$ cat src/sv/tiff_strip_pixel_unpacker_assert.svh
// assertion macros for the tiff strip pixel unpacker
// no dependencies; included by the rtl files that carry assertions
`ifndef TIFF_STRIP_PIXEL_UNPACKER_ASSERT_SVH
`define TIFF_STRIP_PIXEL_UNPACKER_ASSERT_SVH

`ifndef SYNTHESIS
// same-cycle implication, checked out of reset
`define TSPU_ASSERT_IMPLY(lbl, clk, rst_n, ante, cons, msg) \
	lbl: assert property (@(posedge clk) disable iff (!rst_n) (ante) |-> (cons)) \
		else $error(msg);
// next-cycle implication, checked out of reset
`define TSPU_ASSERT_NEXT(lbl, clk, rst_n, ante, cons, msg) \
	lbl: assert property (@(posedge clk) disable iff (!rst_n) (ante) |=> (cons)) \
		else $error(msg);
`else
`define TSPU_ASSERT_IMPLY(lbl, clk, rst_n, ante, cons, msg)
`define TSPU_ASSERT_NEXT(lbl, clk, rst_n, ante, cons, msg)
`endif

`endif

$ cat src/sv/tspu_pkg.sv
// shared types, codes and constants of the tiff strip pixel unpacker
// no dependencies
`default_nettype none

package tspu_pkg;

	// sizes
	localparam int PALETTE_ENTRIES_DEF = 256;
	localparam int PAL_W               = 24;
	localparam int PADDR_W             = 4;
	localparam int PDATA_W             = 32;

	// supported sample depths
	localparam logic [4:0] BPP_RGB     = 5'd24;
	localparam logic [4:0] BPP_GRAY    = 5'd8;
	localparam logic [4:0] BPP_BILEVEL = 5'd1;

	// photometric interpretations
	localparam logic [1:0] PHOTO_WHITE_ZERO = 2'd0;
	localparam logic [1:0] PHOTO_BLACK_ZERO = 2'd1;
	localparam logic [1:0] PHOTO_RGB        = 2'd2;
	localparam logic [1:0] PHOTO_PALETTE    = 2'd3;

	// request commands
	localparam logic CMD_DATA    = 1'b0;
	localparam logic CMD_PALETTE = 1'b1;

	// palette channels
	localparam logic [1:0] CH_RED   = 2'd0;
	localparam logic [1:0] CH_GREEN = 2'd1;
	localparam logic [1:0] CH_BLUE  = 2'd2;

	// result status
	localparam logic STATUS_OK          = 1'b0;
	localparam logic STATUS_UNSUPPORTED = 1'b1;

	// bilevel levels
	localparam logic [7:0] LEVEL_WHITE = 8'hFF;
	localparam logic [7:0] LEVEL_BLACK = 8'h00;

	// reset values of the registers
	localparam logic [4:0]  BPP_RESET   = 5'd8;
	localparam logic [1:0]  PHOTO_RESET = 2'd1;
	localparam logic [15:0] WIDTH_RESET = 16'd1;

	// register indexes
	typedef enum logic [1:0] {
		REG_BITS_PER_PIXEL = 2'd0,
		REG_PHOTOMETRIC    = 2'd1,
		REG_IMAGE_WIDTH    = 2'd2
	} reg_idx_t;

	// decoded pixel mode
	typedef enum logic [2:0] {
		MODE_RGB     = 3'd0,
		MODE_GRAY    = 3'd1,
		MODE_PALETTE = 3'd2,
		MODE_BILEVEL = 3'd3,
		MODE_ERROR   = 3'd4
	} mode_t;

	// rgb byte gathering phase
	typedef enum logic [2:0] {
		PH_RED   = 3'b001,
		PH_GREEN = 3'b010,
		PH_BLUE  = 3'b100
	} phase_t;

	// configuration seen by the datapath
	typedef struct packed {
		logic [4:0]  bits_per_pixel;
		logic [1:0]  photometric;
		logic [15:0] image_width;
	} cfg_t;

	// input request
	typedef struct packed {
		logic        command;
		logic [7:0]  data_byte;
		logic [7:0]  palette_index;
		logic [1:0]  palette_channel;
		logic [15:0] palette_word;
	} src_item_t;

	// output pixel
	typedef struct packed {
		logic       status;
		logic [7:0] red;
		logic [7:0] green;
		logic [7:0] blue;
		logic       row_end;
		logic       last;
	} pix_item_t;

endpackage

`default_nettype wire

$ cat src/sv/tspu_cfg_regs.sv
// apb configuration registers: bits_per_pixel, photometric, image_width
// depends on tspu_pkg
`default_nettype none

module tspu_cfg_regs (
	input  wire logic                           clk,
	input  wire logic                           arst_n,
	input  wire logic                           psel,
	input  wire logic                           penable,
	input  wire logic                           pwrite,
	input  wire logic [tspu_pkg::PADDR_W-1:0]   paddr,
	input  wire logic [tspu_pkg::PDATA_W-1:0]   pwdata,
	output      logic [tspu_pkg::PDATA_W-1:0]   prdata,
	output      logic                           pready,
	output      tspu_pkg::cfg_t                 cfg
);
	import tspu_pkg::*;

	logic     wr_en;
	reg_idx_t reg_sel;
	cfg_t     cfg_q;

	assign pready  = 1'b1;
	assign wr_en   = psel && penable && pwrite;
	assign reg_sel = reg_idx_t'(paddr[3:2]);
	assign cfg     = cfg_q;

	// register writes
	always_ff @(posedge clk or negedge arst_n) begin
		if (!arst_n) begin
			cfg_q.bits_per_pixel <= BPP_RESET;
			cfg_q.photometric    <= PHOTO_RESET;
			cfg_q.image_width    <= WIDTH_RESET;
		end else if (wr_en) begin
			case (reg_sel)
				REG_BITS_PER_PIXEL: cfg_q.bits_per_pixel <= pwdata[4:0];
				REG_PHOTOMETRIC:    cfg_q.photometric    <= pwdata[1:0];
				REG_IMAGE_WIDTH:    cfg_q.image_width    <= pwdata[15:0];
				default: ;
			endcase
		end
	end

	// read mux
	always_comb begin
		case (reg_sel)
			REG_BITS_PER_PIXEL: prdata = PDATA_W'(cfg_q.bits_per_pixel);
			REG_PHOTOMETRIC:    prdata = PDATA_W'(cfg_q.photometric);
			REG_IMAGE_WIDTH:    prdata = PDATA_W'(cfg_q.image_width);
			default:            prdata = '0;
		endcase
	end

endmodule

`default_nettype wire

$ cat config.mk
export PLATFORM = sky130hd
export DESIGN_NAME = tspu_cfg_regs
export DESIGN_NICKNAME = d
export VERILOG_FILES = /design/src/sv/tiff_strip_pixel_unpacker_assert.svh /design/src/sv/tspu_pkg.sv /design/src/sv/tspu_cfg_regs.sv
export SDC_FILE = /design/constraint.sdc
export NUM_CORES = 1
export LEC_CHECK = 0
export BUFFER_PORTS_ARGS = -buffer_cell sky130_fd_sc_hd__buf_4
export CORE_UTILIZATION = 35
export CTS_CLUSTER_SIZE = 8
export DETAILED_ROUTE_END_ITERATION = 8
export PLACE_DENSITY = 0.75
export SETUP_SLACK_MARGIN = 0.2
export SLEW_MARGIN = 20
export SYNTH_ARGS = -nofsm -noshare
export SYNTH_HDL_FRONTEND = slang
export SYNTH_SLANG_ARGS = --single-unit
$ cat constraint.sdc
create_clock -name clk -period 0.8 [get_ports clk]
set_clock_uncertainty 0.05 [all_clocks]
set_input_delay 0.08 -clock clk [delete_from_list [all_inputs] [get_ports clk]]
set_output_delay 0.08 -clock clk [all_outputs]
set_load 0.005 [all_outputs]
==> metrics.txt <==
I/O pins 97; setup slack at placement -0.455 ns; chip width 61.9 um; WL per Instance 13.8 um; CTS tree built; vias in the first global route 963; DRC violations left 0; Fin. Hold Viols 23; Buffers on Ports just over 60; Detailed Place HPWL between 2 and 2.5 mm; starting density of the core about 37%; layout cell share with drive strength beyond 1 a little under three quarters; crit end category output pin; cts-stage hold buffer count 1; Die H ~62 um; CP arrival 1.21 ns; n_diodes 0; final setup violation count 62; Max Clock Freq roughly 0.75 GHz; Worst EP required 0.67 ns; Vias between 1000 and 1500; warnings from Yosys 0; status finished with violations; CP Launch Type register; final period utilization 167%; CORE AREA 3390 sq um; antenna violations before repair 0; Max Cap Viol 0; Initial DRC Count 19; max-slew violations 0; Reg clk slew, reported paths 0.13 ns; dominant synthesized flop cell dfrtp_1; first-pass GRT wire length 4.61 mm; CTS sink cnt 23; CP Class reg -> out; DIE AREA 3830 sq um; post-synth top area cell dfrtp_1; Post-synth EDFFs 0; H-tree depth 1; Fin Setup TNS -15.34 ns; Buf+Inv Stages, Crit Path 1; GPL Wtd Cong 0.673; syn avg cell area 12.8 sq um; largest stage delay on the critical path 0.56 ns; Vias/cell roughly 4.3; Post-Route WL 3.32 mm; Layout Utilization 67.9%; most frequent cells after synthesis dfrtp_1 (20), buf_4 (18), mux2_2 (13); area share of the largest cell type after synthesis 39.8%; crit-path leading delay family flip-flops; antenna-violating nets left 0; Area Growth Syn to Fin 83.2%; Post-Syn Area 1260 sq um; drt pass-1 iters 4; max reg flops 23; Mapped Cells between 90 and 100; setup ws final -0.535 ns; GRT Total Usage 16.8%; synth top area cells dfrtp_1 (40%), mux2_4 (12%), mux2_2 (12%), buf_4 (11%), dfstp_2 (6.3%); RSZ-0062 raised after global routing true; FILL cells 252; Max VDD drop 0.00148 V; CP Cell Sequence mux2i_1 > o21ai_1 > buf_4; GRT overflow 0; failing checks negative hold slack, negative setup slack; Num CTS Buffers 3; Synth Register Bits 23; Post-synth ARST share 100%; Critical Path Fanout Max 2; most common cell in the netlist dfrtp_1; leakage about 1.2 nW; CTS root buf clkbuf_4; pin count of the biggest net entering global routing 24; Nets 237; row count 21; PwrDens 1970 nW/um^2; Synth cell types 19; register area share after synthesis 46.1%; worst min path class in -> reg; min Tclk post-route 1.34 ns; clk_lat worst skew roughly 0.30 ns; Max clock buf depth 2; worst hold slack -0.0635 ns; Slowest-stage cell, CP dfstp_2
## power breakdown
| group | total [mW] | switching (mW) | internal (mW) |
|---|---|---|---|
| logic | 2.27 | 0.598 | 1.67 |
| registers | 1.72 | 0.262 | 1.46 |
| clock network | 0.534 | 0.347 | 0.187 |
## area by class of cell
class                      instances  area, sq um  share of cell area [%]
clock buffer                       3         22.5                   0.979
clock inverter                     1         5.00                   0.218
multi-input combinational         69          629                    27.4
sequential                        23          579                    25.2
tap                               46         57.6                    2.50
timing repair buffer              99         1010                    43.8
## layer usage
layer	vias up	global-route usage (%)	part of all wire (%)
met2	66	31.0	52
li1	483	-	-
met1	490	19.8	39
met3	2	3.31	8.8
met5	-	0	0
met4	0	4.76	0.48
## cells in the final DEF, fill, tap and decap left out, drive strengths merged
cell,netlist,layout
nor3,1,1
nand2,2,2
nand3,1,1
nor2,3,3
dfrtp,20,20
mux2i,5,5
clkbuf,1,3
nor3b,1,1
nor2b,2,2
dfstp,3,3
buf,20,98
conb,2,17
clkinv,0,1
or3b,1,1
mux2,23,23
dlygate4sd3,0,1
and2,11,11
o21ai,2,2
## cell families (layout without fill, tap and decap cells)
group	after synthesis	count (layout)	share of synthesized area, %
AO/OA/AOI/OAI	2	2	0.797
other	2	17	0.598
buffers and inverters	21	103	13.1
flip-flops	23	23	46.1
AND/OR/NAND/NOR	22	22	11.8
multiplexers	28	28	27.6
## repair_timing
item                       in CTS  in global routing
gates resized for setup        56                 25
setup buffers                   8                 10
setup endpoints to repair      62                 62
hold endpoints to repair       46                 23
pin swaps                       5                  2
gates cloned                    1                  0
## through the flow
| step | std cells | power, mW | area, sq um | hold slack, ns |
|---|---|---|---|---|
| after floorplan | 113 | 2.22 | 1330 | -0.266 |
| after detailed placement | 217 | 3.12 | 1810 | -0.0649 |
| after CTS | 231 | 4.19 | 2140 | -0.0654 |
| after global placement | 217 | 3.08 | 1810 | -0.0699 |
| final | 241 | 4.52 | 2300 | -0.0635 |
| after global routing | 241 | 4.78 | 2300 | -0.0819 |
## path summary, 6_finish.rpt
kind                                     start             endpoint  slack [ns]  cells past startpoint
max in group asynchronous               arst_n  cfg[16]$_DFFE_PN1P_        0.28                      2
hold / removal                      pwdata[10]  cfg[10]$_DFFE_PN0P_       -0.06                      2
hold reg to reg            cfg[20]$_DFFE_PN0P_  cfg[20]$_DFFE_PN0P_        0.53                      1
min in group asynchronous               arst_n  cfg[15]$_DFFE_PN0P_        0.13                      2
setup reg to reg            cfg[1]$_DFFE_PN0P_   cfg[1]$_DFFE_PN0P_       -0.27                      3
setup / recovery            cfg[0]$_DFFE_PN1P_            prdata[0]       -0.54                      3
Note: power is estimated with default switching activity, not from simulation.
