$ cat src/sv/tiff_strip_pixel_unpacker_assert.svh
// assertion macros for the tiff strip pixel unpacker
// no dependencies; included by the rtl files that carry assertions
`ifndef TIFF_STRIP_PIXEL_UNPACKER_ASSERT_SVH
`define TIFF_STRIP_PIXEL_UNPACKER_ASSERT_SVH

`ifndef SYNTHESIS
// same-cycle implication, checked out of reset
`define TSPU_ASSERT_IMPLY(lbl, clk, rst_n, ante, cons, msg) \
	lbl: assert property (@(posedge clk) disable iff (!rst_n) (ante) |-> (cons)) \
		else $error(msg);
// next-cycle implication, checked out of reset
`define TSPU_ASSERT_NEXT(lbl, clk, rst_n, ante, cons, msg) \
	lbl: assert property (@(posedge clk) disable iff (!rst_n) (ante) |=> (cons)) \
		else $error(msg);
`else
`define TSPU_ASSERT_IMPLY(lbl, clk, rst_n, ante, cons, msg)
`define TSPU_ASSERT_NEXT(lbl, clk, rst_n, ante, cons, msg)
`endif

`endif

$ cat src/sv/tspu_pkg.sv
// shared types, codes and constants of the tiff strip pixel unpacker
// no dependencies
`default_nettype none

package tspu_pkg;

	// sizes
	localparam int PALETTE_ENTRIES_DEF = 256;
	localparam int PAL_W               = 24;
	localparam int PADDR_W             = 4;
	localparam int PDATA_W             = 32;

	// supported sample depths
	localparam logic [4:0] BPP_RGB     = 5'd24;
	localparam logic [4:0] BPP_GRAY    = 5'd8;
	localparam logic [4:0] BPP_BILEVEL = 5'd1;

	// photometric interpretations
	localparam logic [1:0] PHOTO_WHITE_ZERO = 2'd0;
	localparam logic [1:0] PHOTO_BLACK_ZERO = 2'd1;
	localparam logic [1:0] PHOTO_RGB        = 2'd2;
	localparam logic [1:0] PHOTO_PALETTE    = 2'd3;

	// request commands
	localparam logic CMD_DATA    = 1'b0;
	localparam logic CMD_PALETTE = 1'b1;

	// palette channels
	localparam logic [1:0] CH_RED   = 2'd0;
	localparam logic [1:0] CH_GREEN = 2'd1;
	localparam logic [1:0] CH_BLUE  = 2'd2;

	// result status
	localparam logic STATUS_OK          = 1'b0;
	localparam logic STATUS_UNSUPPORTED = 1'b1;

	// bilevel levels
	localparam logic [7:0] LEVEL_WHITE = 8'hFF;
	localparam logic [7:0] LEVEL_BLACK = 8'h00;

	// reset values of the registers
	localparam logic [4:0]  BPP_RESET   = 5'd8;
	localparam logic [1:0]  PHOTO_RESET = 2'd1;
	localparam logic [15:0] WIDTH_RESET = 16'd1;

	// register indexes
	typedef enum logic [1:0] {
		REG_BITS_PER_PIXEL = 2'd0,
		REG_PHOTOMETRIC    = 2'd1,
		REG_IMAGE_WIDTH    = 2'd2
	} reg_idx_t;

	// decoded pixel mode
	typedef enum logic [2:0] {
		MODE_RGB     = 3'd0,
		MODE_GRAY    = 3'd1,
		MODE_PALETTE = 3'd2,
		MODE_BILEVEL = 3'd3,
		MODE_ERROR   = 3'd4
	} mode_t;

	// rgb byte gathering phase
	typedef enum logic [2:0] {
		PH_RED   = 3'b001,
		PH_GREEN = 3'b010,
		PH_BLUE  = 3'b100
	} phase_t;

	// configuration seen by the datapath
	typedef struct packed {
		logic [4:0]  bits_per_pixel;
		logic [1:0]  photometric;
		logic [15:0] image_width;
	} cfg_t;

	// input request
	typedef struct packed {
		logic        command;
		logic [7:0]  data_byte;
		logic [7:0]  palette_index;
		logic [1:0]  palette_channel;
		logic [15:0] palette_word;
	} src_item_t;

	// output pixel
	typedef struct packed {
		logic       status;
		logic [7:0] red;
		logic [7:0] green;
		logic [7:0] blue;
		logic       row_end;
		logic       last;
	} pix_item_t;

endpackage

`default_nettype wire

$ cat src/sv/tspu_core.sv
// unpacking stage: palette read-modify-write, rgb gathering, bilevel expansion,
// column tracking and output register; depends on tspu_pkg and the assert header
`default_nettype none
`include "tiff_strip_pixel_unpacker_assert.svh"

module tspu_core #(
	parameter int PALETTE_ENTRIES = tspu_pkg::PALETTE_ENTRIES_DEF
) (
	input  wire logic                               clk,
	input  wire logic                               arst_n,
	input  wire tspu_pkg::cfg_t                     cfg,
	input  wire logic                               src_valid,
	output      logic                               src_stall,
	input  wire tspu_pkg::src_item_t                src_item,
	output      logic                               pix_valid,
	input  wire logic                               pix_stall,
	output      tspu_pkg::pix_item_t                pix_item,
	output      logic                               ram_re,
	output      logic [$clog2(PALETTE_ENTRIES)-1:0] ram_raddr,
	input  wire logic [tspu_pkg::PAL_W-1:0]         ram_rdata,
	output      logic                               ram_we,
	output      logic [$clog2(PALETTE_ENTRIES)-1:0] ram_waddr,
	output      logic [tspu_pkg::PAL_W-1:0]         ram_wdata
);
	import tspu_pkg::*;

	localparam int         AW          = $clog2(PALETTE_ENTRIES);
	localparam logic [8:0] ENTRIES_LIM = 9'(PALETTE_ENTRIES);

	// stage 1 request and its palette data
	logic             s1_valid_q;
	src_item_t        item_s1;
	logic             fwd_hit_q;
	logic [PAL_W-1:0] fwd_data_q;
	logic [2:0]       bit_idx_q;

	// architectural state
	phase_t      phase_q;
	logic [7:0]  red_hold_q;
	logic [7:0]  green_hold_q;
	logic [15:0] column_q;

	// output register
	logic      out_valid_q;
	pix_item_t out_q;

	logic             src_accept;
	logic             slot_free;
	logic             need_result;
	logic             emit;
	logic             s1_done;
	mode_t            mode;
	pix_item_t        res;
	logic [PAL_W-1:0] entry_s1;
	logic [PAL_W-1:0] wr_entry;
	logic             rd_in_range;
	logic             idx_in_range;
	logic [15:0]      width_m1;
	logic             row_end;
	logic [15:0]      column_next;
	logic [7:0]       gray_level;
	logic [7:0]       bw_level;

	// mode decode from the configuration
	always_comb begin
		mode = MODE_ERROR;
		if (cfg.bits_per_pixel == BPP_RGB && cfg.photometric == PHOTO_RGB) begin
			mode = MODE_RGB;
		end else if (cfg.bits_per_pixel == BPP_GRAY && cfg.photometric == PHOTO_PALETTE) begin
			mode = MODE_PALETTE;
		end else if (cfg.bits_per_pixel == BPP_GRAY &&
		             cfg.photometric inside {PHOTO_WHITE_ZERO, PHOTO_BLACK_ZERO}) begin
			mode = MODE_GRAY;
		end else if (cfg.bits_per_pixel == BPP_BILEVEL &&
		             cfg.photometric inside {PHOTO_WHITE_ZERO, PHOTO_BLACK_ZERO}) begin
			mode = MODE_BILEVEL;
		end
	end

	// input handshake and palette read at accept
	assign src_stall  = s1_valid_q && !s1_done;
	assign src_accept = src_valid && !src_stall;
	assign ram_re     = src_accept;
	assign ram_raddr  = (src_item.command == CMD_PALETTE) ? src_item.palette_index[AW-1:0]
	                                                      : src_item.data_byte[AW-1:0];

	// palette entry with forwarding of the write retiring at the read edge
	assign entry_s1     = fwd_hit_q ? fwd_data_q : ram_rdata;
	assign rd_in_range  = {1'b0, item_s1.data_byte} < ENTRIES_LIM;
	assign idx_in_range = {1'b0, item_s1.palette_index} < ENTRIES_LIM;

	// palette byte merge
	always_comb begin
		wr_entry = entry_s1;
		case (item_s1.palette_channel)
			CH_RED:   wr_entry[23:16] = item_s1.palette_word[15:8];
			CH_GREEN: wr_entry[15:8]  = item_s1.palette_word[15:8];
			CH_BLUE:  wr_entry[7:0]   = item_s1.palette_word[15:8];
			default: ;
		endcase
	end

	assign ram_we    = s1_valid_q && item_s1.command == CMD_PALETTE && idx_in_range &&
	                   item_s1.palette_channel inside {CH_RED, CH_GREEN, CH_BLUE};
	assign ram_waddr = item_s1.palette_index[AW-1:0];
	assign ram_wdata = wr_entry;

	// column advance, zero width counts as one
	assign width_m1    = (cfg.image_width == 16'd0) ? 16'd0 : cfg.image_width - 16'd1;
	assign row_end     = column_q >= width_m1;
	assign column_next = row_end ? 16'd0 : column_q + 16'd1;

	// levels for gray and bilevel
	assign gray_level = (cfg.photometric == PHOTO_WHITE_ZERO) ? ~item_s1.data_byte
	                                                          : item_s1.data_byte;
	assign bw_level   = (item_s1.data_byte[3'd7 - bit_idx_q] == cfg.photometric[0])
	                    ? LEVEL_WHITE : LEVEL_BLACK;

	// result selection
	always_comb begin
		need_result = 1'b0;
		res.status  = STATUS_OK;
		res.red     = 8'd0;
		res.green   = 8'd0;
		res.blue    = 8'd0;
		res.row_end = row_end;
		res.last    = 1'b1;
		if (item_s1.command == CMD_DATA) begin
			case (mode)
				MODE_RGB: begin
					need_result = (phase_q == PH_BLUE);
					res.red     = red_hold_q;
					res.green   = green_hold_q;
					res.blue    = item_s1.data_byte;
				end
				MODE_GRAY: begin
					need_result = 1'b1;
					res.red     = gray_level;
					res.green   = gray_level;
					res.blue    = gray_level;
				end
				MODE_PALETTE: begin
					need_result = 1'b1;
					if (rd_in_range) begin
						res.red   = entry_s1[23:16];
						res.green = entry_s1[15:8];
						res.blue  = entry_s1[7:0];
					end
				end
				MODE_BILEVEL: begin
					need_result = 1'b1;
					res.red     = bw_level;
					res.green   = bw_level;
					res.blue    = bw_level;
					res.last    = row_end || bit_idx_q == 3'd7;
				end
				default: begin
					need_result = 1'b1;
					res.status  = STATUS_UNSUPPORTED;
					res.row_end = 1'b0;
				end
			endcase
		end
	end

	assign slot_free = !out_valid_q || !pix_stall;
	assign emit      = s1_valid_q && need_result && slot_free;
	assign s1_done   = s1_valid_q && (!need_result || (emit && res.last));

	// stage 1 occupancy and bilevel bit position
	always_ff @(posedge clk or negedge arst_n) begin
		if (!arst_n) begin
			s1_valid_q <= 1'b0;
			bit_idx_q  <= 3'd0;
			fwd_hit_q  <= 1'b0;
		end else begin
			if (src_accept) begin
				s1_valid_q <= 1'b1;
				fwd_hit_q  <= ram_we && ram_waddr == ram_raddr;
			end else if (s1_done) begin
				s1_valid_q <= 1'b0;
			end
			if (s1_done) begin
				bit_idx_q <= 3'd0;
			end else if (emit) begin
				bit_idx_q <= bit_idx_q + 3'd1;
			end
		end
	end

	// stage 1 payload
	always_ff @(posedge clk) begin
		if (src_accept) begin
			item_s1    <= src_item;
			fwd_data_q <= ram_wdata;
		end
	end

	// rgb phase, held bytes and column
	always_ff @(posedge clk or negedge arst_n) begin
		if (!arst_n) begin
			phase_q      <= PH_RED;
			red_hold_q   <= 8'd0;
			green_hold_q <= 8'd0;
			column_q     <= 16'd0;
		end else begin
			if (s1_done && item_s1.command == CMD_DATA) begin
				if (mode == MODE_RGB) begin
					case (phase_q)
						PH_RED: begin
							red_hold_q <= item_s1.data_byte;
							phase_q    <= PH_GREEN;
						end
						PH_GREEN: begin
							green_hold_q <= item_s1.data_byte;
							phase_q      <= PH_BLUE;
						end
						default: phase_q <= PH_RED;
					endcase
				end else begin
					phase_q <= PH_RED;
				end
			end
			if (emit && mode != MODE_ERROR) begin
				column_q <= column_next;
			end
		end
	end

	// output register
	always_ff @(posedge clk or negedge arst_n) begin
		if (!arst_n) begin
			out_valid_q <= 1'b0;
		end else if (emit) begin
			out_valid_q <= 1'b1;
		end else if (!pix_stall) begin
			out_valid_q <= 1'b0;
		end
	end

	always_ff @(posedge clk) begin
		if (emit) begin
			out_q <= res;
		end
	end

	assign pix_valid = out_valid_q;
	assign pix_item  = out_q;

	// checks
	`TSPU_ASSERT_IMPLY(a_write_no_emit, clk, arst_n, ram_we, !emit, "palette write with a pixel")
	`TSPU_ASSERT_IMPLY(a_accept_frees, clk, arst_n, src_accept, !s1_valid_q || s1_done, "stage overrun")
	`TSPU_ASSERT_IMPLY(a_bit_idx_busy, clk, arst_n, bit_idx_q != 3'd0, s1_valid_q, "stale bit index")
	`TSPU_ASSERT_NEXT(a_emit_shows, clk, arst_n, emit, pix_valid, "emitted pixel not shown")

endmodule

`default_nettype wire

$ cat config.mk
export PLATFORM = sky130hd
export DESIGN_NAME = tspu_core
export DESIGN_NICKNAME = d
export VERILOG_FILES = /design/src/sv/tspu_pkg.sv /design/src/sv/tspu_core.sv
export VERILOG_INCLUDE_DIRS = /design/src /design/src/sv
export SDC_FILE = /design/constraint.sdc
export NUM_CORES = 1
export LEC_CHECK = 0
export ABC_AREA = 1
export ABC_CLOCK_PERIOD_IN_PS = 12400
export BUFFER_PORTS_ARGS = -buffer_cell sky130_fd_sc_hd__buf_2
export CORE_MARGIN = 2
export CORE_UTILIZATION = 59
export CTS_CLUSTER_SIZE = 14
export DETAILED_ROUTE_END_ITERATION = 10
export PLACE_DENSITY = 0.86
export SLEW_MARGIN = 40
export SYNTH_ARGS = -nofsm -noshare
export SYNTH_HDL_FRONTEND = slang
export SYNTH_SLANG_ARGS = --single-unit
export TNS_END_PERCENT = 1
$ cat constraint.sdc
create_clock -name clk -period 12.4 [get_ports clk]
set_clock_uncertainty 0.1 [all_clocks]
set_input_delay 1.24 -clock clk [delete_from_list [all_inputs] [get_ports clk]]
set_output_delay 1.24 -clock clk [all_outputs]
set_load 0.005 [all_outputs]
==> reports/qor.txt, run 1 <==
unrepaired setup endpoints after global routing: no
HP Class: reg -> reg
flops & latches, synth: 119
Switching Share: 0.271
GRT overflow: 0
Detailed Routing Iterations Pass 1: 6
Reg clk slew, reported paths: 60 ps
syn avg cell area: 8.24 um2
CP bufs+invs: 6
main combinational cell family by area after synthesis: simple AND/OR/NAND/NOR gates
CP most frequent cell: nor2_1
syn_nets: 940
Sw Pwr: 0.310 mW
Final Util: 0.731
Synth Area in Adders: 0.0383
fmax: 166 MHz
CTS buffer count: 17
routed len/inst: 15.3 um
CTS sink cnt: 119
# Max-Cap Violations: 0
Reg power frac: 0.418
Initial Utilization: 0.604
P per Cell Area: 138 nW/um2
share of post-route cells with drive strength above 1: 0.211
post-route insts no fill: 1133
crit share post-route: 0.484
first-pass GRT wire length: 28.2 mm
Placement Setup Slack: 6400 ps
relative slew slack: 0.517
routability congestion estimate: 0.895
Req. time, crit path: 11060 ps
slowest CP cell: buf_4
WP data arrival: 4670 ps
crit path launch type: primary input
DP Area: 7680 um2
Synth Area in Compound Gates: 0.0982
Die Y: 112 um
First DRT Iteration DRCs: 605
met3 usage: 0.0577
post-synthesis xor/xnor area fraction: 0.0332
Die Span X: 112 um
DPL Wire Length: 12.2 mm
Comb pwr share: 0.136
Clk pwr share: 0.447
hold_buf cts: 0
R2R depth: 12
worst skew pair latency: 420 ps
Top Ports: 157
status: completed
synthesis-to-finish area growth: 21.0%
grt peak-use layer: met2
worst-path fanout max: 54
post-CTS sizing: 0
gr usage total: 0.282
Slowest Stage Delay on Critical Path: 530 ps
met1 Resource Use GR: 0.373
met2 Resource Use GR: 0.469
Max clock buf depth: 2
CP Depth: 22
largest net degree at the start of global routing: 55
number of post-CTS setup repair buffers: 0
final setup margin: 6390 ps
post-route antenna net violation count: 0
fin. max-slew vios: 0
post-synthesis sequential area ratio: 0.491
Synthesis Warnings: 0
worst-margin pin slew: 720 ps
# rows: 39
initial antenna violation count: 0
number of instances in the placed design: 1100
Peak VDD IR: 0.0965 mV
root buf cell: clkbuf_16
post-DR vias/cell: 5.58
total routed wirelength: 17.3 mm
Cells after Synth: 833
crit-path leading delay family: simple AND/OR/NAND/NOR gates
Final setup viols: 0
CP Cell Sequence: buf_2 -> inv_1 -> ha_1 -> nand2_1 -> nor2_1 -> nand3_1 -> inv_1 -> nor2_1 -> or3b_2 -> ha_1 -> nand2_1 -> inv_1 -> nand3_1 -> nor2_1 -> nand2_1 -> nand3_1 -> nand2_2 -> nand2_4 -> nor2_1 -> nor2_4 -> buf_4 -> buf_2
CTS tree: done
mux contribution to synthesized area: 0
H-tree depth: 4
Hold Path Stages: 2
Worst setup EP type: primary output
via count: 6317
Final Hold Fails: 0
Tmin final: 6010 ps
Synth Area in Simple Gates: 0.259
antenna cells: 0
worst hold slack: 408 ps
internal power: 0.836 mW
Buffers on Ports: 148
CORE AREA: 11400 um2
Pleak: 3.97 nW
die area: 12500 um2
DRC Markers: 0
Final TNS setup: 0 ps
post-synthesis cell type count: 43
Pwr Total: 1.15 mW
Final nets: 1084
mapped cell area: 6870 um2
Final Cell Area: 8310 um2
number of global-route vias before repair: 5957
critical path class: in -> out
cell families after synthesis:
group / Yosys count
and+or+nand+nor: 418
adders and majority gates: 21
AOI/OAI and AO/OA: 114
buffers and inverters: 135
xor gates and xnor gates: 26
DFF: 119
path summary, 6_finish.rpt:
kind	to	slack [ps]	startpoint
setup / recovery	ram_re	6390	cfg[0]
hold / removal	pix_valid$_DFFE_PN0P_	410	pix_valid$_DFFE_PN0P_
min in group asynchronous	column_q[6]$_DFFE_PN0P_	710	arst_n
setup reg to reg	fwd_data_q[9]$_DFFE_PP_	9660	column_q[3]$_DFFE_PN0P_
hold reg to reg	pix_valid$_DFFE_PN0P_	410	pix_valid$_DFFE_PN0P_
max in group asynchronous	phase_q[0]$_DFFE_PN1N_	11110	arst_n
flip-flops by register name (all words and copies together), names as in the netlist:
| name | count |
|---|---|
| bit_idx_q | 3 |
| column_q | 16 |
| fwd_data_q | 24 |
| fwd_hit_q | 1 |
| green_hold_q | 8 |
| item_s1 | 19 |
| phase_q | 3 |
| pix_item | 27 |
| pix_valid | 1 |
| ram_waddr | 8 |
| red_hold_q | 8 |
| s1_valid_q | 1 |
cell type report:
| class | count | area (um2) |
|---|---|---|
| Sequential cell | 119 | 3370 |
| Fill cell | 854 | 3060 |
| Multi-Input combinational cell | 579 | 2960 |
| Timing Repair Buffer | 152 | 777 |
| Clock buffer | 17 | 425 |
| Inverter | 108 | 408 |
| Clock inverter | 15 | 193 |
| Tap cell | 143 | 179 |
worst reg2reg max path, stage by stage (launching register included):
cell and delay [ps]:
dfrtp_1 440, ha_1 360, nand4_1 150, nor2_1 110
nor2_1 40, nand2_1 70, nand2_1 80, nand3_1 110
nand2_2 70, nand2_4 100, nor2_1 90, nor2_4 80
buf_4 530
metal layers:
| metal | share of wire | vias to the layer above |
|---|---|---|
| met5 | 0 | - |
| met4 | 0.028 | 0 |
| met3 | 0.078 | 54 |
| met2 | 0.49 | 312 |
| met1 | 0.40 | 2905 |
| li1 | - | 3046 |
synthesized netlist by cell type:
cell type,instances,area share
nand2_4,1,0.0016
a31oi_1,16,0.015
xor2_1,19,0.024
ha_1,21,0.038
nand4_1,8,0.0073
a21oi_1,14,0.010
nor3_4,1,0.0024
dfrtp_1,40,0.15
buf_4,9,0.0098
o22ai_1,1,0.00091
nand2_1,276,0.15
nor2_4,1,0.0016
a41oi_1,2,0.0026
nor3_1,17,0.012
or2_2,3,0.0027
o31ai_1,6,0.0066
clkbuf_1,15,0.0082
clkinv_1,2,0.0011
nor2_2,1,0.00091
nand4_4,1,0.0031
or3b_2,1,0.0013
dfstp_2,1,0.0038
a22o_1,1,0.0013
xnor2_1,7,0.0089
buf_2,2,0.0015
nand3b_1,1,0.0011
o21a_1,1,0.0011
inv_1,100,0.055
buf_6,1,0.0016
a221oi_1,1,0.0013
nor2_1,49,0.027
o21bai_1,18,0.020
o21ai_1,3,0.0022
nand2_2,3,0.0027
nand3_1,46,0.034
inv_2,5,0.0027
inv_4,1,0.00091
o21ai_0,49,0.036
nand3_2,1,0.0015
edfxtp_1,78,0.34
nor3_2,4,0.0058
o211ai_1,2,0.0022
nor4_1,4,0.0036
layout by cell type (no fill, tap or decap), types with 14 or more instances in the layout:
cell       synthesis  routed
nand2_1          276     276
buf_2              2     147
inv_1            100     100
edfxtp_1          78      78
o21ai_0           49      49
nor2_1            49      47
nand3_1           46      46
dfrtp_1           40      40
ha_1              21      21
xor2_1            19      19
o21bai_1          18      18
nor3_1            17      17
clkbuf_16          0      17
a31oi_1           16      16
a21oi_1           14      14
power groups by stage:
stage	Clock, mW	Sequential [mW]	Combinational (mW)
2_1_floorplan	0	0.482	0.0910
3_3_place_gp	0	0.485	0.143
3_5_place_dp	0	0.486	0.150
4_1_cts	0.513	0.479	0.153
5_1_grt	0.533	0.482	0.174
6_report	0.512	0.479	0.155
Note: power is estimated with default switching activity, not from simulation.
==> run 2, diff against run 1 <==
- ABC_CLOCK_PERIOD_IN_PS: 12400 -> 6100
- CORE_UTILIZATION: 59 -> 55
- PLACE_DENSITY: 0.86 -> 0.81
- clock period: 12.4 -> 6.1 ns (I/O delays scaled with it)
==> run 2 against run 1 <==
Total power grew 100%; clock power rose by 110%; design area grew 0.38%; core utilization down 4.2 points; sequential power rose by 100%; clock-buffer cell count grew 6; largest power group unchanged; flip-flop and latch count unchanged; worst hold slack worse by 310 ps.
==> reports/qor.txt, run 2 (synthesized netlist as in run 1, its figures left out) <==
WP data arrival: 3510 ps
slowest CP cell: or3b_2
number of post-CTS setup repair buffers: 0
post-route antenna net violation count: 0
Peak VDD IR: 0.301 mV
first-pass GRT wire length: 27.3 mm
post-CTS sizing: 0
Die Span X: 116 um
DP Area: 7710 um2
Pwr Total: 2.33 mW
Reg power frac: 0.418
Switching Share: 0.248
First DRT Iteration DRCs: 563
root buf cell: clkbuf_16
# rows: 40
status: completed
Buffers on Ports: 148
Final setup viols: 0
unrepaired setup endpoints after global routing: no
Max clock buf depth: 2
Slowest Stage Delay on Critical Path: 460 ps
Detailed Routing Iterations Pass 1: 5
synthesis-to-finish area growth: 21.5%
CP most frequent cell: nor2_1
internal power: 1.75 mW
max reg flops: 27
Tmin final: 4220 ps
hold_buf cts: 0
R2R Path Start: column_q[7]$_DFFE_PN0P_
Reg clk slew, reported paths: 50 ps
DRC Markers: 0
share of post-route cells with drive strength above 1: 0.206
crit path launch type: primary input
DPL Wire Length: 12.1 mm
antenna cells: 0
P per Cell Area: 279 nW/um2
CTS sink cnt: 119
Final nets: 1084
routed len/inst: 14.5 um
Top Ports: 157
critical path class: in -> out
via count: 6106
initial antenna violation count: 0
Pleak: 3.97 nW
H-tree depth: 4
fin. max-slew vios: 0
Worst setup EP type: primary output
worst skew pair latency: 410 ps
Clk pwr share: 0.450
largest net degree at the start of global routing: 54
Initial Utilization: 0.567
Comb pwr share: 0.132
CP Cell Sequence: buf_2 -> inv_1 -> ha_1 -> nand2_1 -> nor2_1 -> nand3_1 -> inv_1 -> nor2_1 -> or3b_2 -> ha_1 -> nand2_1 -> inv_1 -> nand2_1 -> a21oi_1 -> nor2_1 -> nand3_1 -> nand2_2 -> nand2_4 -> nor2_1 -> nor2_4 -> buf_2
Final Util: 0.689
Final Cell Area: 8340 um2
CP bufs+invs: 5
CTS tree: done
Sw Pwr: 0.578 mW
# Max-Cap Violations: 0
worst-path fanout max: 5
Req. time, crit path: 5390 ps
CTS buffer count: 17
relative slew slack: 0.431
Critical Path Start: cfg[0]
crit share post-route: 0.692
crit-path leading delay family: simple AND/OR/NAND/NOR gates
fmax: 237 MHz
routability congestion estimate: 0.927
commonest non-fill, non-tap cell in the layout: nand2_1
total routed wirelength: 16.8 mm
commonest cells after routing, fill and taps aside: nand2_1, buf_2, inv_1
post-DR vias/cell: 5.27
Final TNS setup: 0 ps
GRT overflow: 0
Final Hold Fails: 0
worst-margin pin slew: 850 ps
Die Y: 116 um
gr usage total: 0.262
die area: 13400 um2
CORE AREA: 12100 um2
number of global-route vias before repair: 5745
HP Class: in -> async
==> run 2: worst reg2reg max path, delay by kind of cell, from the launching register on <==
| kind | cells | cell delay [ps] |
|---|---|---|
| simple gates | 11 | 840 |
| fa+ha+maj | 1 | 330 |
| flops | 1 | 450 |
| buf+inv | 2 | 600 |
==> run 2: metrics by stage <==
| step | setup WS (ps) | hold slack [ps] | cells |
|---|---|---|---|
| finish | 1880 | 100 | 1158 |
| global route | 1630 | 139 | 1158 |
| CTS | 1880 | 115 | 1157 |
| detailed placement | 1820 | 406 | 1125 |
| global placement | 1870 | 397 | 1125 |
| floorplan | 360 | 214 | 833 |
==> run 2: final cells by class <==
| class | count | area, um2 |
|---|---|---|
| clock buffer | 23 | 468 |
| clock inverter | 9 | 149 |
| fill | 1025 | 3770 |
| inverter | 108 | 408 |
| multi-input combinational | 579 | 2960 |
| sequential | 119 | 3370 |
| tap | 168 | 210 |
| timing repair buffer | 152 | 781 |
==> run 2: worst paths after layout <==
check | to | slack [ps] | depth (start not counted)
setup / recovery | ram_re | 1880 | 21
min in group clk | item_s1[13]$_DFFE_PP_ | 270 | 1
setup reg to reg | fwd_data_q[9]$_DFFE_PP_ | 3380 | 14
hold / removal | red_hold_q[5]$_DFFE_PN0P_ | 100 | 1
max in group asynchronous | column_q[13]$_DFFE_PN0P_ | 5410 | 1
hold reg to reg | phase_q[0]$_DFFE_PN1N_ | 420 | 2
==> run 2: power groups by stage <==
| stage | Clock, mW | Sequential (mW) | Combinational (mW) |
|---|---|---|---|
| 2_1_floorplan | 0 | 0.980 | 0.185 |
| 3_3_place_gp | 0 | 0.987 | 0.292 |
| 3_5_place_dp | 0 | 0.989 | 0.301 |
| 4_1_cts | 1.05 | 0.974 | 0.306 |
| 5_1_grt | 1.10 | 0.980 | 0.350 |
| 6_report | 1.05 | 0.973 | 0.307 |
==> run 2: per-layer routing <==
layer  global-route usage  part of all wire  vias to the layer above
met5                    0                 0                        -
met4               0.0825             0.019                        0
met3               0.0680             0.077                       28
met2                0.430              0.48                      249
met1                0.344              0.42                     2785
li1                     -                 -                     3044
